==> config.mk <==
export PLATFORM = sky130hd
export DESIGN_NAME = timer_slot_table
export DESIGN_NICKNAME = d
export VERILOG_FILES = /design/src/rtl/tst_pkg.sv /design/src/rtl/tst_fifo.sv /design/src/rtl/tst_front.sv /design/src/rtl/tst_back.sv /design/src/rtl/timer_slot_table.sv
export SDC_FILE = /design/constraint.sdc
export NUM_CORES = 2
export LEC_CHECK = 0
export BUFFER_PORTS_ARGS = -buffer_cell sky130_fd_sc_hd__clkbuf_2
export CAP_MARGIN = 20
export CORE_MARGIN = 2
export CORE_UTILIZATION = 55
export DETAILED_ROUTE_END_ITERATION = 10
export PLACE_DENSITY = 0.71
export RECOVER_POWER = 50
export SETUP_SLACK_MARGIN = 0.5
export SYNTH_ARGS = -nofsm -noshare
export SYNTH_HDL_FRONTEND = slang
export SYNTH_SLANG_ARGS = --single-unit
==> constraint.sdc <==
create_clock -name clk -period 20.4 [get_ports clk]
set_clock_uncertainty 0.15 [all_clocks]
set_input_delay 2.04 -clock clk [delete_from_list [all_inputs] [get_ports clk]]
set_output_delay 2.04 -clock clk [all_outputs]
set_load 0.05 [all_outputs]
==> src/rtl/tst_pkg.sv <==
// ---------------------------------------------------------------------------
// Timer slot table package
// Beat types, command codes, decoded operations and sequencer states shared
// by the timer slot table modules.
// ---------------------------------------------------------------------------
`default_nettype none

package tst_pkg;

    localparam int MAX_OUT   = 16;
    localparam int CMD_DEPTH = 2;
    localparam int RES_DEPTH = 4;

    localparam logic [2:0] CMD_ADD     = 3'd0;
    localparam logic [2:0] CMD_CANCEL  = 3'd1;
    localparam logic [2:0] CMD_REFRESH = 3'd2;
    localparam logic [2:0] CMD_RESET   = 3'd3;
    localparam logic [2:0] CMD_TICK    = 3'd4;
    localparam logic [2:0] CMD_QUERY   = 3'd5;
    localparam logic [2:0] CMD_SPARE0  = 3'd6;
    localparam logic [2:0] CMD_SPARE1  = 3'd7;

    localparam logic [1:0] KIND_STATUS = 2'd0;
    localparam logic [1:0] KIND_EXPIRY = 2'd1;
    localparam logic [1:0] KIND_QUERY  = 2'd2;

    localparam logic [1:0] STAT_OK   = 2'd0;
    localparam logic [1:0] STAT_REJ  = 2'd1;
    localparam logic [1:0] STAT_FULL = 2'd2;

    typedef struct packed {
        logic [2:0]  cmd;
        logic [3:0]  slot;
        logic [31:0] period;
        logic        recurring;
        logic        anchor_now;
    } in_beat_t;

    typedef struct packed {
        logic [1:0]  kind;
        logic [3:0]  timer_slot;
        logic [1:0]  status;
        logic        earliest;
        logic [47:0] time_left;
        logic        none_pending;
        logic        last;
    } out_beat_t;

    typedef enum logic [2:0] {
        OP_ADD,
        OP_CANCEL,
        OP_REFRESH,
        OP_RESET,
        OP_TICK,
        OP_QUERY,
        OP_BAD
    } op_t;

    typedef struct packed {
        op_t         op;
        logic [3:0]  slot;
        logic        slot_ok;
        logic [31:0] period;
        logic        recurring;
        logic        anchor_now;
    } cmd_t;

    typedef struct packed {
        logic [47:0] deadline;
        logic [31:0] period;
        logic        repeat_flag;
    } entry_t;

    typedef enum logic [2:0] {
        ST_IDLE,
        ST_READ,
        ST_EXEC,
        ST_SCAN,
        ST_FIN,
        ST_EMIT,
        ST_FLUSH
    } state_t;

endpackage

`default_nettype wire

==> src/rtl/tst_fifo.sv <==
// ---------------------------------------------------------------------------
// Timer slot table queue
// Small first-in first-out buffer of register entries with full and empty.
// ---------------------------------------------------------------------------
`default_nettype none

module tst_fifo #(
    parameter int W     = 8,
    parameter int DEPTH = 2
) (
    input  wire logic         clk,
    input  wire logic         rst_n,
    input  wire logic         push,
    input  wire logic [W-1:0] wdata,
    output logic              full,
    input  wire logic         pop,
    output logic [W-1:0]      rdata,
    output logic              empty
);

    localparam int AW = (DEPTH > 1) ? $clog2(DEPTH) : 1;
    localparam int CW = $clog2(DEPTH + 1);

    logic [W-1:0]  mem_reg [DEPTH];
    logic [AW-1:0] wptr_reg, wptr_next;
    logic [AW-1:0] rptr_reg, rptr_next;
    logic [CW-1:0] count_reg, count_next;
    logic          do_push, do_pop;

    assign full    = (count_reg == CW'(DEPTH));
    assign empty   = (count_reg == '0);
    assign do_push = push && !full;
    assign do_pop  = pop && !empty;
    assign rdata   = mem_reg[rptr_reg];

    always_comb
    begin
        wptr_next  = wptr_reg;
        rptr_next  = rptr_reg;
        count_next = count_reg;
        if (do_push)
        begin
            wptr_next = (wptr_reg == AW'(DEPTH - 1)) ? '0 : wptr_reg + 1'b1;
        end
        if (do_pop)
        begin
            rptr_next = (rptr_reg == AW'(DEPTH - 1)) ? '0 : rptr_reg + 1'b1;
        end
        if (do_push && !do_pop)
        begin
            count_next = count_reg + 1'b1;
        end
        else if (do_pop && !do_push)
        begin
            count_next = count_reg - 1'b1;
        end
    end

    always_ff @(posedge clk or negedge rst_n)
    begin
        if (!rst_n)
        begin
            wptr_reg  <= '0;
            rptr_reg  <= '0;
            count_reg <= '0;
        end
        else
        begin
            wptr_reg  <= wptr_next;
            rptr_reg  <= rptr_next;
            count_reg <= count_next;
        end
    end

    always_ff @(posedge clk)
    begin
        if (do_push)
        begin
            mem_reg[wptr_reg] <= wdata;
        end
    end

endmodule

`default_nettype wire

==> src/rtl/tst_front.sv <==
// ---------------------------------------------------------------------------
// Timer slot table front end
// Accepts command beats, decodes them and checks the slot range, and queues
// the decoded commands for the sequencer.
// ---------------------------------------------------------------------------
`default_nettype none

module tst_front #(
    parameter int SLOTS = 16
) (
    input  wire logic              clk,
    input  wire logic              rst_n,
    input  wire logic              push,
    input  wire tst_pkg::in_beat_t item,
    output logic                   full,
    output logic                   cmd_valid,
    input  wire logic              cmd_ready,
    output tst_pkg::cmd_t          cmd
);

    localparam int CMDW = $bits(tst_pkg::cmd_t);

    tst_pkg::cmd_t  dec;
    logic           q_empty;
    logic [CMDW-1:0] q_rdata;

    always_comb
    begin
        dec.slot       = item.slot;
        dec.slot_ok    = (32'(item.slot) < SLOTS);
        dec.period     = item.period;
        dec.recurring  = item.recurring;
        dec.anchor_now = item.anchor_now;
        unique case (item.cmd)
            tst_pkg::CMD_ADD:     dec.op = tst_pkg::OP_ADD;
            tst_pkg::CMD_CANCEL:  dec.op = tst_pkg::OP_CANCEL;
            tst_pkg::CMD_REFRESH: dec.op = tst_pkg::OP_REFRESH;
            tst_pkg::CMD_RESET:   dec.op = tst_pkg::OP_RESET;
            tst_pkg::CMD_TICK:    dec.op = tst_pkg::OP_TICK;
            tst_pkg::CMD_QUERY:   dec.op = tst_pkg::OP_QUERY;
            default:              dec.op = tst_pkg::OP_BAD;
        endcase
    end

    tst_fifo #(
        .W     (CMDW),
        .DEPTH (tst_pkg::CMD_DEPTH)
    ) u_cmd_q (
        .clk   (clk),
        .rst_n (rst_n),
        .push  (push),
        .wdata (dec),
        .full  (full),
        .pop   (cmd_ready),
        .rdata (q_rdata),
        .empty (q_empty)
    );

    assign cmd_valid = !q_empty;
    assign cmd       = q_rdata;

endmodule

`default_nettype wire

==> src/rtl/tst_back.sv <==
// ---------------------------------------------------------------------------
// Timer slot table sequencer
// Holds the slot table and millisecond counter, runs one decoded command at
// a time, scanning slots for add, query and tick, and emits result beats.
// ---------------------------------------------------------------------------
`default_nettype none

module tst_back #(
    parameter int SLOTS = 16
) (
    input  wire logic            clk,
    input  wire logic            rst_n,
    input  wire logic            cmd_valid,
    output logic                 cmd_ready,
    input  wire tst_pkg::cmd_t   cmd,
    output logic                 res_push,
    output tst_pkg::out_beat_t   res,
    input  wire logic            res_full
);

    localparam int IW = (SLOTS > 1) ? $clog2(SLOTS) : 1;
    localparam int XW = $clog2(SLOTS + 1);

    tst_pkg::state_t    state_reg, state_next, ret_reg, ret_next;
    tst_pkg::cmd_t      cmd_reg, cmd_next;
    tst_pkg::out_beat_t res_reg, res_next;
    logic [47:0]        now_reg, now_next;
    logic [SLOTS-1:0]   active_reg, active_next;
    logic [SLOTS-1:0]   taken_reg, taken_next;

    tst_pkg::entry_t    mem [SLOTS];
    tst_pkg::entry_t    rd_data_reg, mem_wd;
    logic [IW-1:0]      rd_addr, mem_wa;
    logic               mem_we;

    logic [XW-1:0]      idx_reg, idx_next;
    logic               cmp_v_reg, cmp_v_next;
    logic [IW-1:0]      cmp_idx_reg, cmp_idx_next;
    logic               best_v_reg, best_v_next;
    logic [IW-1:0]      best_idx_reg, best_idx_next;
    tst_pkg::entry_t    best_ent_reg, best_ent_next;
    logic               found_free_reg, found_free_next;
    logic [IW-1:0]      free_idx_reg, free_idx_next;
    logic               first_reg, first_next;
    logic               pend_v_reg, pend_v_next;
    logic [IW-1:0]      pend_idx_reg, pend_idx_next;
    logic [4:0]         cnt_reg, cnt_next;

    logic [IW-1:0]      slot_idx;
    logic [47:0]        new_dl;
    logic               act;
    tst_pkg::entry_t    ent;

    assign slot_idx = IW'(cmd_reg.slot);
    assign new_dl   = now_reg + 48'(cmd_reg.period);
    assign act      = active_reg[cmp_idx_reg];
    assign ent      = rd_data_reg;
    assign res      = res_reg;

    always_comb
    begin
        if (state_reg == tst_pkg::ST_READ)
        begin
            rd_addr = slot_idx;
        end
        else if (idx_reg < XW'(SLOTS))
        begin
            rd_addr = idx_reg[IW-1:0];
        end
        else
        begin
            rd_addr = '0;
        end
    end

    always_comb
    begin
        state_next      = state_reg;
        ret_next        = ret_reg;
        cmd_next        = cmd_reg;
        res_next        = res_reg;
        now_next        = now_reg;
        active_next     = active_reg;
        taken_next      = taken_reg;
        idx_next        = idx_reg;
        cmp_v_next      = cmp_v_reg;
        cmp_idx_next    = cmp_idx_reg;
        best_v_next     = best_v_reg;
        best_idx_next   = best_idx_reg;
        best_ent_next   = best_ent_reg;
        found_free_next = found_free_reg;
        free_idx_next   = free_idx_reg;
        first_next      = first_reg;
        pend_v_next     = pend_v_reg;
        pend_idx_next   = pend_idx_reg;
        cnt_next        = cnt_reg;
        cmd_ready       = 1'b0;
        res_push        = 1'b0;
        mem_we          = 1'b0;
        mem_wa          = slot_idx;
        mem_wd          = ent;

        unique case (state_reg)
            tst_pkg::ST_IDLE:
            begin
                cmd_ready       = 1'b1;
                idx_next        = '0;
                cmp_v_next      = 1'b0;
                best_v_next     = 1'b0;
                found_free_next = 1'b0;
                first_next      = 1'b1;
                res_next        = '0;
                res_next.last   = 1'b1;
                res_next.timer_slot = cmd.slot;
                ret_next        = tst_pkg::ST_IDLE;
                if (cmd_valid)
                begin
                    cmd_next = cmd;
                    unique case (cmd.op)
                        tst_pkg::OP_ADD, tst_pkg::OP_QUERY:
                        begin
                            state_next = tst_pkg::ST_SCAN;
                        end
                        tst_pkg::OP_TICK:
                        begin
                            now_next    = now_reg + 48'd1;
                            taken_next  = '0;
                            cnt_next    = '0;
                            pend_v_next = 1'b0;
                            state_next  = tst_pkg::ST_SCAN;
                        end
                        tst_pkg::OP_CANCEL, tst_pkg::OP_REFRESH, tst_pkg::OP_RESET:
                        begin
                            if (cmd.slot_ok && active_reg[IW'(cmd.slot)])
                            begin
                                if (cmd.op == tst_pkg::OP_CANCEL)
                                begin
                                    active_next[IW'(cmd.slot)] = 1'b0;
                                    res_next.status = tst_pkg::STAT_OK;
                                    state_next = tst_pkg::ST_EMIT;
                                end
                                else
                                begin
                                    state_next = tst_pkg::ST_READ;
                                end
                            end
                            else
                            begin
                                res_next.status = tst_pkg::STAT_REJ;
                                state_next = tst_pkg::ST_EMIT;
                            end
                        end
                        default:
                        begin
                            res_next.status = tst_pkg::STAT_REJ;
                            state_next = tst_pkg::ST_EMIT;
                        end
                    endcase
                end
            end

            tst_pkg::ST_READ:
            begin
                state_next = tst_pkg::ST_EXEC;
            end

            tst_pkg::ST_EXEC:
            begin
                mem_wa = slot_idx;
                if (cmd_reg.op == tst_pkg::OP_REFRESH)
                begin
                    mem_we          = 1'b1;
                    mem_wd.deadline = now_reg + 48'(ent.period);
                    res_next.status = tst_pkg::STAT_OK;
                end
                else if (cmd_reg.period == ent.period && !cmd_reg.anchor_now)
                begin
                    res_next.status = tst_pkg::STAT_REJ;
                end
                else
                begin
                    mem_we          = 1'b1;
                    mem_wd.period   = cmd_reg.period;
                    mem_wd.deadline = cmd_reg.anchor_now ? new_dl :
                        ent.deadline - 48'(ent.period) + 48'(cmd_reg.period);
                    res_next.status = tst_pkg::STAT_OK;
                end
                state_next = tst_pkg::ST_EMIT;
            end

            tst_pkg::ST_SCAN:
            begin
                if (idx_reg < XW'(SLOTS))
                begin
                    cmp_idx_next = idx_reg[IW-1:0];
                    cmp_v_next   = 1'b1;
                    idx_next     = idx_reg + 1'b1;
                end
                else
                begin
                    cmp_v_next = 1'b0;
                end
                if (cmp_v_reg)
                begin
                    case (cmd_reg.op)
                        tst_pkg::OP_ADD:
                        begin
                            if (!act && !found_free_reg)
                            begin
                                found_free_next = 1'b1;
                                free_idx_next   = cmp_idx_reg;
                            end
                            if (act && !found_free_reg && ent.deadline <= new_dl)
                            begin
                                first_next = 1'b0;
                            end
                            if (act && found_free_reg && ent.deadline < new_dl)
                            begin
                                first_next = 1'b0;
                            end
                        end
                        tst_pkg::OP_QUERY:
                        begin
                            if (act && (!best_v_reg || ent.deadline < best_ent_reg.deadline))
                            begin
                                best_v_next   = 1'b1;
                                best_idx_next = cmp_idx_reg;
                                best_ent_next = ent;
                            end
                        end
                        default:
                        begin
                            if (act && !taken_reg[cmp_idx_reg] && ent.deadline <= now_reg
                                && (!best_v_reg || ent.deadline < best_ent_reg.deadline))
                            begin
                                best_v_next   = 1'b1;
                                best_idx_next = cmp_idx_reg;
                                best_ent_next = ent;
                            end
                        end
                    endcase
                end
                if (idx_reg == XW'(SLOTS) && !cmp_v_reg)
                begin
                    state_next = tst_pkg::ST_FIN;
                end
            end

            tst_pkg::ST_FIN:
            begin
                idx_next    = '0;
                cmp_v_next  = 1'b0;
                best_v_next = 1'b0;
                res_next    = '0;
                ret_next    = tst_pkg::ST_IDLE;
                case (cmd_reg.op)
                    tst_pkg::OP_ADD:
                    begin
                        res_next.last = 1'b1;
                        if (!found_free_reg)
                        begin
                            res_next.status = tst_pkg::STAT_FULL;
                        end
                        else
                        begin
                            mem_we                     = 1'b1;
                            mem_wa                     = free_idx_reg;
                            mem_wd.deadline            = new_dl;
                            mem_wd.period              = cmd_reg.period;
                            mem_wd.repeat_flag         = cmd_reg.recurring;
                            active_next[free_idx_reg]  = 1'b1;
                            res_next.timer_slot        = 4'(free_idx_reg);
                            res_next.earliest          = first_reg;
                        end
                        state_next = tst_pkg::ST_EMIT;
                    end
                    tst_pkg::OP_QUERY:
                    begin
                        res_next.kind = tst_pkg::KIND_QUERY;
                        res_next.last = 1'b1;
                        if (!best_v_reg)
                        begin
                            res_next.none_pending = 1'b1;
                        end
                        else
                        begin
                            res_next.timer_slot = 4'(best_idx_reg);
                            res_next.time_left  = (best_ent_reg.deadline > now_reg) ?
                                best_ent_reg.deadline - now_reg : 48'd0;
                        end
                        state_next = tst_pkg::ST_EMIT;
                    end
                    default:
                    begin
                        res_next.kind       = tst_pkg::KIND_EXPIRY;
                        res_next.timer_slot = 4'(pend_idx_reg);
                        if (best_v_reg)
                        begin
                            taken_next[best_idx_reg] = 1'b1;
                            if (best_ent_reg.repeat_flag)
                            begin
                                mem_we          = 1'b1;
                                mem_wa          = best_idx_reg;
                                mem_wd          = best_ent_reg;
                                mem_wd.deadline = now_reg + 48'(best_ent_reg.period);
                            end
                            else
                            begin
                                active_next[best_idx_reg] = 1'b0;
                            end
                            cnt_next      = cnt_reg + 5'd1;
                            pend_v_next   = 1'b1;
                            pend_idx_next = best_idx_reg;
                            if (pend_v_reg)
                            begin
                                ret_next = (cnt_reg + 5'd1 == 5'(tst_pkg::MAX_OUT)) ?
                                    tst_pkg::ST_FLUSH : tst_pkg::ST_SCAN;
                                state_next = tst_pkg::ST_EMIT;
                            end
                            else
                            begin
                                state_next = (cnt_reg + 5'd1 == 5'(tst_pkg::MAX_OUT)) ?
                                    tst_pkg::ST_FLUSH : tst_pkg::ST_SCAN;
                            end
                        end
                        else if (pend_v_reg)
                        begin
                            state_next = tst_pkg::ST_FLUSH;
                        end
                        else
                        begin
                            state_next = tst_pkg::ST_IDLE;
                        end
                    end
                endcase
            end

            tst_pkg::ST_FLUSH:
            begin
                res_next            = '0;
                res_next.kind       = tst_pkg::KIND_EXPIRY;
                res_next.timer_slot = 4'(pend_idx_reg);
                res_next.last       = 1'b1;
                pend_v_next         = 1'b0;
                ret_next            = tst_pkg::ST_IDLE;
                state_next          = tst_pkg::ST_EMIT;
            end

            tst_pkg::ST_EMIT:
            begin
                if (!res_full)
                begin
                    res_push   = 1'b1;
                    state_next = ret_reg;
                end
            end

            default:
            begin
                state_next = tst_pkg::ST_IDLE;
            end
        endcase
    end

    always_ff @(posedge clk or negedge rst_n)
    begin
        if (!rst_n)
        begin
            state_reg      <= tst_pkg::ST_IDLE;
            ret_reg        <= tst_pkg::ST_IDLE;
            now_reg        <= '0;
            active_reg     <= '0;
            taken_reg      <= '0;
            idx_reg        <= '0;
            cmp_v_reg      <= 1'b0;
            best_v_reg     <= 1'b0;
            found_free_reg <= 1'b0;
            pend_v_reg     <= 1'b0;
            cnt_reg        <= '0;
        end
        else
        begin
            state_reg      <= state_next;
            ret_reg        <= ret_next;
            now_reg        <= now_next;
            active_reg     <= active_next;
            taken_reg      <= taken_next;
            idx_reg        <= idx_next;
            cmp_v_reg      <= cmp_v_next;
            best_v_reg     <= best_v_next;
            found_free_reg <= found_free_next;
            pend_v_reg     <= pend_v_next;
            cnt_reg        <= cnt_next;
        end
    end

    always_ff @(posedge clk)
    begin
        cmd_reg      <= cmd_next;
        res_reg      <= res_next;
        cmp_idx_reg  <= cmp_idx_next;
        best_idx_reg <= best_idx_next;
        best_ent_reg <= best_ent_next;
        free_idx_reg <= free_idx_next;
        first_reg    <= first_next;
        pend_idx_reg <= pend_idx_next;
    end

    always_ff @(posedge clk)
    begin
        if (mem_we)
        begin
            mem[mem_wa] <= mem_wd;
        end
        rd_data_reg <= mem[rd_addr];
    end

    a_push_room: assert property (@(posedge clk) disable iff (!rst_n)
        res_push |-> !res_full)
        else $error("result beat pushed into a full queue");

    a_cnt_bound: assert property (@(posedge clk) disable iff (!rst_n)
        cnt_reg <= 5'(tst_pkg::MAX_OUT))
        else $error("expiry count beyond limit");

    a_pend_tick: assert property (@(posedge clk) disable iff (!rst_n)
        pend_v_reg |-> (state_reg != tst_pkg::ST_IDLE))
        else $error("pending expiry left behind at idle");

    a_add_sets: assert property (@(posedge clk) disable iff (!rst_n)
        (state_reg == tst_pkg::ST_FIN && cmd_reg.op == tst_pkg::OP_ADD && found_free_reg)
        |=> active_reg[$past(free_idx_reg)])
        else $error("added slot not marked active");

endmodule

`default_nettype wire

==> src/rtl/timer_slot_table.sv <==
// ---------------------------------------------------------------------------
// Timer slot table
// Table of timer slots with a millisecond counter, driven by command beats.
// ---------------------------------------------------------------------------
// Commands enter through a queue port: a beat is taken when push is high and
// full is low. Results leave through a queue port: the oldest result is on
// result while empty is low and is taken when pop is high.
// A front end decodes commands into a two-entry queue; a sequencer carries
// out one command at a time and feeds a four-entry result queue.
// In the sequencer, cancel, unknown codes and commands on inactive slots go
// straight to the result beat; refresh and reset read the slot entry first.
// Add, query and tick scan every slot through the table memory's single read
// port. A tick with n due timers runs n + 1 scans, or n when n reaches
// MAX_OUT, and emits one expiry beat per due timer that a scan finds.
// Reset clears the counter and the active marks at once; no other clearing
// pass is needed. While the receiver stalls, the result queue fills, the
// sequencer holds its beat, and then the command queue fills and full rises.
// ---------------------------------------------------------------------------
`default_nettype none

module timer_slot_table #(
    parameter int SLOTS = 16
) (
    input  wire logic               clk,
    input  wire logic               rst_n,
    input  wire logic               push,
    input  wire tst_pkg::in_beat_t  item,
    output logic                    full,
    input  wire logic               pop,
    output tst_pkg::out_beat_t      result,
    output logic                    empty
);

    localparam int RESW = $bits(tst_pkg::out_beat_t);

    logic               cmd_valid;
    logic               cmd_ready;
    tst_pkg::cmd_t      cmd;
    logic               res_push;
    logic               res_full;
    tst_pkg::out_beat_t res;
    logic [RESW-1:0]    res_rdata;

    tst_front #(
        .SLOTS (SLOTS)
    ) u_front (
        .clk       (clk),
        .rst_n     (rst_n),
        .push      (push),
        .item      (item),
        .full      (full),
        .cmd_valid (cmd_valid),
        .cmd_ready (cmd_ready),
        .cmd       (cmd)
    );

    tst_back #(
        .SLOTS (SLOTS)
    ) u_back (
        .clk       (clk),
        .rst_n     (rst_n),
        .cmd_valid (cmd_valid),
        .cmd_ready (cmd_ready),
        .cmd       (cmd),
        .res_push  (res_push),
        .res       (res),
        .res_full  (res_full)
    );

    tst_fifo #(
        .W     (RESW),
        .DEPTH (tst_pkg::RES_DEPTH)
    ) u_res_q (
        .clk   (clk),
        .rst_n (rst_n),
        .push  (res_push),
        .wdata (res),
        .full  (res_full),
        .pop   (pop),
        .rdata (res_rdata),
        .empty (empty)
    );

    assign result = res_rdata;

endmodule

`default_nettype wire

; Word level (Yosys, flattened, before mapping)
; Memories as Yosys holds them, arrays and structs flattened. A register that Yosys moved wholly into a read port is not among the register bits.
; Index checks and enable logic that the tools add are counted.
[classes]
order_cmp = 13
n_bitwise = 9
addsub = 17
n_reduce_logical = 73
mux = 138
eq_ne = 47
[op_table]
columns = op, count
row1 = $mux W81, 5
row2 = $pmux W81 S2, 2
row3 = $add A48 B32 Y48, 4
row4 = $mux W48, 4
row5 = $mux W16, 11
row6 = $pmux W80 S2, 1
row7 = $pmux W51 S2, 1
row8 = $le A48 B48 Y1, 2
row9 = $lt A48 B48 Y1, 2
row10 = $pmux W16 S2, 3
row11 = $mux W80, 1
row12 = $mux W49, 1
row13 = $add A48 B1 Y48 const B, 1
row14 = $gt A48 B48 Y1, 1
row15 = $mux W3, 16
row16 = $sub A48 B32 Y48, 1
row17 = $sub A48 B48 Y48, 1
row18 = $mux W1, 44
row19 = $mux W4, 10
row20 = $pmux W3 S6, 2
row21 = $and A16 B16 Y16, 2
row22 = $eq A32 B32 Y1, 1
row23 = $mux W32, 1
row24 = $not A16 Y16, 2
row25 = 49 further kinds, 178
[totals]
inputBits = 45
regBits = 309
wordCells = 337
ramBits = 1614
out_inout_bits = 61
memories = 3
[mem_list]
columns = memory, words, word_bits, rd, rd_clocked_by_memory_dff, wr, line
row1 = u_back.mem, 16, 81, 1, 1, 1, tst_back.sv:31  ; tst_pkg::entry_t mem [SLOTS];
row2 = u_res_q.mem_reg, 4, 59, 1, 0, 1, tst_fifo.sv:24  ; logic [W-1:0] mem_reg [DEPTH];
row3 = u_front.u_cmd_q.mem_reg, 2, 41, 1, 0, 1, tst_fifo.sv:24

; Logic depth before layout (Yosys ltp)
; An unclocked memory read counts as a cell.
[logic_depth]
ltp_word = 12
depth_mapped = 25

; Hierarchy
; From an unflattened synthesis, not the netlist that was laid out.
[hier_totals]
cells_unflattened = 7765
area_unflattened_um2 = 96363.7
[modules_own_cells]
columns = mod, area_each_um2, cells_each, seq_area_each_um2, instances
row1 = tst_back, 83874.2, 7264, 48987.0, 1
row2 = tst_fifo at u_res_q, 9037.4, 346, 7262.0, 1
row3 = tst_fifo at u_front.u_cmd_q, 3429.5, 150, 2622.5, 1
row4 = tst_front, 22.5, 5, 0.0, 1

; Worst setup path before layout
; Ideal clock, no wire load.
[synth_path]
kind = register to register
from = register u_back.now_reg[32]
to = register u_back.best_ent_reg[0] in the netlist's numbering, enable pin
n_path_buf = 1
arrival_time_ps = 6408
path_stages_with_launch = 13
slack_ps = 13285
period_less_slack_ps = 7115
cell_sequence = dfrtp_1 clkbuf_1 clkinv_1 ha_1 nand4_1 nor2_1 nand4_1 inv_1 nand3_1 or4_1 o21ai_0 o21ai_0 a21oi_1
[synth_via]
elab_chain_cells = 5
[synth_rtl]
columns = item, line
row1 = start: declaration, tst_back.sv:27  ; logic [47:0] now_reg, now_next;
row2 = start signal: assignment, tst_back.sv:385  ; now_reg <= now_next;
row3 = $le A48 B48 Y1, tst_back.sv:233  ; if (act && !taken_reg[cmp_idx_reg] && ent.deadline <= now_reg
row4 = $logic_and A1 B1 Y1, tst_back.sv:233
row5 = $logic_and A1 B1 Y1, tst_back.sv:234  ; && (!best_v_reg || ent.deadline < best_ent_reg.deadline))
row6 = $reduce_bool A2 Y1 (no line), --
row7 = $reduce_and A5 Y1 (no line), --
row8 = end signal: assignment, tst_back.sv:403  ; best_ent_reg <= best_ent_next;
row9 = end: declaration, tst_back.sv:41  ; tst_pkg::entry_t best_ent_reg, best_ent_next;
; No other way between the ends.
; A chain may end at the register's enable or synchronous reset.

; Final worst setup path
[layout_path]
from = register u_back.state_reg[0]
to = register u_back.ent[44] (netlist name)
[layout_via]
elab_chain_cells = 2
[layout_rtl]
columns = item, line
row1 = start: declaration, tst_back.sv:24  ; tst_pkg::state_t state_reg, state_next, ret_reg, ret_next;
row2 = start signal: assignment, tst_back.sv:369  ; state_reg <= tst_pkg::ST_IDLE;
row3 = start signal: assignment, tst_back.sv:383  ; state_reg <= state_next;
row4 = $eq A3 B1 Y1, tst_back.sv:62  ; if (state_reg == tst_pkg::ST_READ)
row5 = $mux W4, tst_back.sv:62
; No other way between the ends.

==> metrics.csv <==
stage,metric,value,unit
sta,RSZ-0062 raised after global routing,no,
route,ANT nets after route,0,
final_layout,fin nets,8445,
sta,"Period Utilization, post-route",0.574,
clock_tree,CTS tree,done,
synthesis,largest family of logic cells by synthesized area,compound AO/OA/AOI/OAI gates,
die,io pins,106,
route,# DRC,0,
die,Die Width,423,µm
route,routed len/inst,26.8,µm
clock_tree,"Clk Latency, worst-skew pair",0.89,ns
die,Initial Util,0.554,
worst_setup_path,cell family with most CP delay,buffers and inverters,
synthesis,XOR/XNOR share of the synthesized area,0.0269,
route,final WL,282000,µm
route,DR vias,67900,
synthesis,Synth Area in Adders,0.0527,
synthesis,"Primary FF master, synth",edfxtp_1,
die,Die Height,423,µm
route,Initial DRC Count,8532,
worst_setup_path,CP required,20.88,ns
final_layout,max reg flops,1296,
clock_tree,htree depth,4,
sta,fin. max-slew vios,1312,
sta,Finish-stage setup viols,0,
clock_tree,Clock Sink Count,2004,
status,outcome,finished with violations,
synthesis,Avg Inst Size Synth,12.1,µm²
sta,Final TNS setup,0,ns
synthesis,synthesized flop and latch total,2004,
die,Die ar.,179000,µm²
worst_setup_path,r2r setup slk,8.68,ns
worst_setup_path,reg-to-reg endpoint,u_back.ent[44],
placed_design,port buffer count,105,
clock_tree,clock root cell,clkbuf_16,
worst_setup_path,Critical Path Start,u_back.state_reg[0],
worst_setup_path,WP buf/inv,5,
synthesis,Synth Area in Compound Gates,0.152,
clock_tree,CTS Buf Count,198,
final_layout,multi-input logic area,34900,µm²
final_layout,Area Overhead vs Synth,10.2,%
worst_setup_path,CP arrival,12.19,ns
global_routing,first-pass GRT wire length,417000,µm
hold_path,hold-critical path depth,0,
worst_setup_path,Critical-path top delay cell,clkbuf_1,
power_and_ir_drop,pwr dens,166,nW/µm²
synthesis,Synth area leaders,"edfxtp_1, ha_1, nand2_1",
synthesis,sequential area share after synthesis,0.610,
die,placeable core area,174000,µm²
status,failing checks,"max-capacitance violations, max-slew violations",
worst_setup_path,reg2reg path depth,13,
sta,FMAX,0.0853,GHz
power_and_ir_drop,peak supply drop,149,µV
global_routing,largest net degree at the start of global routing,205,
synthesis,"EDFF count, synth",1812,
final_layout,FILL cells,13500,
sta,final hold violations,0,
sta,min cycle time layout,11.72,ns
worst_setup_path,worst r2r src,u_back.state_reg[0],
clock_tree,"Reg clk slew, reported paths",0.06,ns
placed_design,RD Place Congestion,1.07,
worst_setup_path,CP Depth,13,
sta,worst rel slew slack,-4.35,
hold_path,hold crit path type,flop to flop,
synthesis,synthesized cell area,96400,µm²
global_routing,vias in the first global route,65200,
worst_setup_path,Worst setup EP type,flop,
global_routing,gr ovfl total,0,
clock_tree,clock buffer depth,3,
synthesis,share of async-settable or async-resettable flops after synthesis,0.0554,
placed_design,Final HPWL DP,187000,µm
run,maxcap violations,27,
worst_setup_path,Setup CP Type,flop to flop,
synthesis,largest area contributor in the netlist,edfxtp_1,
synthesis,Synth Instances,7975,
synthesis,multiplexer area fraction after synthesis,0.0218,
worst_setup_path,startpoint types,flop,
worst_setup_path,crit-path cells,inv_1 -> nor3_1 -> clkbuf_1 -> nand2_1 -> o21ai_4 -> buf_4 -> clkbuf_1 -> buf_4 -> and2_1 -> a211oi_1 -> a311oi_1 -> a211oi_1 -> a21oi_1,
synthesis,count of cell types in the netlist,97,
worst_setup_path,capture point of the critical path,u_back.ent[44],
final_layout,fin util,0.610,
clock_tree,"Hold-fix buffers, CTS",0,
die,row count,153,
synthesis,"count leader, synth",edfxtp_1,
worst_setup_path,CP max stage delay,5.57,ns
synthesis,Ys Warns,0,
final_layout,register area,58800,µm²
worst_setup_path,CP Max Fanout,194,
synthesis,Simple-Gate Fraction of Synth Area,0.105,
route,drt pass-1 iters,7,
final_layout,share of cells above drive strength 1,0.0779,
synthesis,commonest cells in the netlist,"edfxtp_1, nand2_1, a21oi_1, a211oi_1, clkbuf_1",
clock_tree,Post-CTS Setup Inserts,0,
sta,Slew @ Worst Pin,8.02,ns
clock_tree,post-CTS resize count,0,
power_and_ir_drop,Leak,0.0376,µW
global_routing,Tot GR Track Use,0.310,
global_routing,initial antenna violation count,8,
sta,Min Hold Slack,0.340,ns
synthesis,Syn Nets,8404,
route,DR vias/cell,6.45,
synthesis,post-synth top area share,0.564,
[area by class of cell]
class,instances,share of cell area
clock inverters,127,0.0143
multi-input cells,5186,0.328
repair buffers,302,0.0157
diodes,1,0.0000236
inverters,324,0.0114
clock buffers,246,0.0495
flip-flops and latches,2004,0.554
well taps,2325,0.0274
[per-layer routing]
metal,up-vias,share of wire,GRT usage
li1,30200,-,-
met2,3557,0.44,0.467
met1,33500,0.41,0.440
met5,-,0.00014,0
met3,632,0.10,0.0625
met4,6,0.045,0.129
[cells by family (layout without fill, tap and decap cells)]
logic type      count (synthesis)  count (layout)
simple gates                 2181            2181
flops                        2004            2004
xor+xnor                      296             296
other cells                     0               1
buf+inv                       785             999
mux                           119             119
compound gates               2206            2206
fa+ha+maj                     384             384
[layout by cell type (no fill, tap or decap), types with 105 or more instances in the layout]
| master | n |
|---|---|
| edfxtp_1 | 1812 |
| nand2_1 | 1057 |
| a21oi_1 | 559 |
| a211oi_1 | 438 |
| ha_1 | 347 |
| and2_1 | 324 |
| inv_1 | 317 |
| nor2_1 | 298 |
| o21ai_0 | 288 |
| a31oi_1 | 205 |
| clkbuf_16 | 201 |
| xnor2_1 | 191 |
| clkbuf_1 | 182 |
| a311oi_1 | 168 |
| a21o_1 | 147 |
| dfrtp_1 | 109 |
| xor2_1 | 105 |
[metrics by stage]
step | total power, µW | worst slack [ns] | area, µm² | cells
floorplan | 10900 | 13.29 | 96400 | 7975
global placement | 13600 | 14.35 | 99900 | 10100
detailed placement | 13800 | 14.29 | 100000 | 10100
CTS | 17500 | 14.27 | 107000 | 10500
global route | 18400 | 7.75 | 106000 | 10500
finish | 17600 | 8.68 | 106000 | 10500
[worst min path at each step]
stage / to / slack [ns] / from
floorplan: u_back.best_ent_reg[0] / 0.26 / u_back.ent[0]
global placement: u_res_q.mem_reg[3][11] / 0.32 / u_back.res[11]
detailed placement: u_res_q.mem_reg[1][31] / 0.33 / u_back.res[31]
CTS: u_res_q.mem_reg[2][48] / 0.33 / u_back.res[48]
global route: u_res_q.mem_reg[2][50] / 0.35 / u_back.res[50]
finish: u_res_q.mem_reg[2][48] / 0.34 / u_back.res[48]
[report_power, final]
part           leakage [µW]  internal (µW)  switching (µW)
logic                0.0156           2210            5300
registers            0.0187           5860             505
clock network       0.00328           2140            1620
total                0.0376          10200            7430
Note: power is estimated with default switching activity, not from simulation.
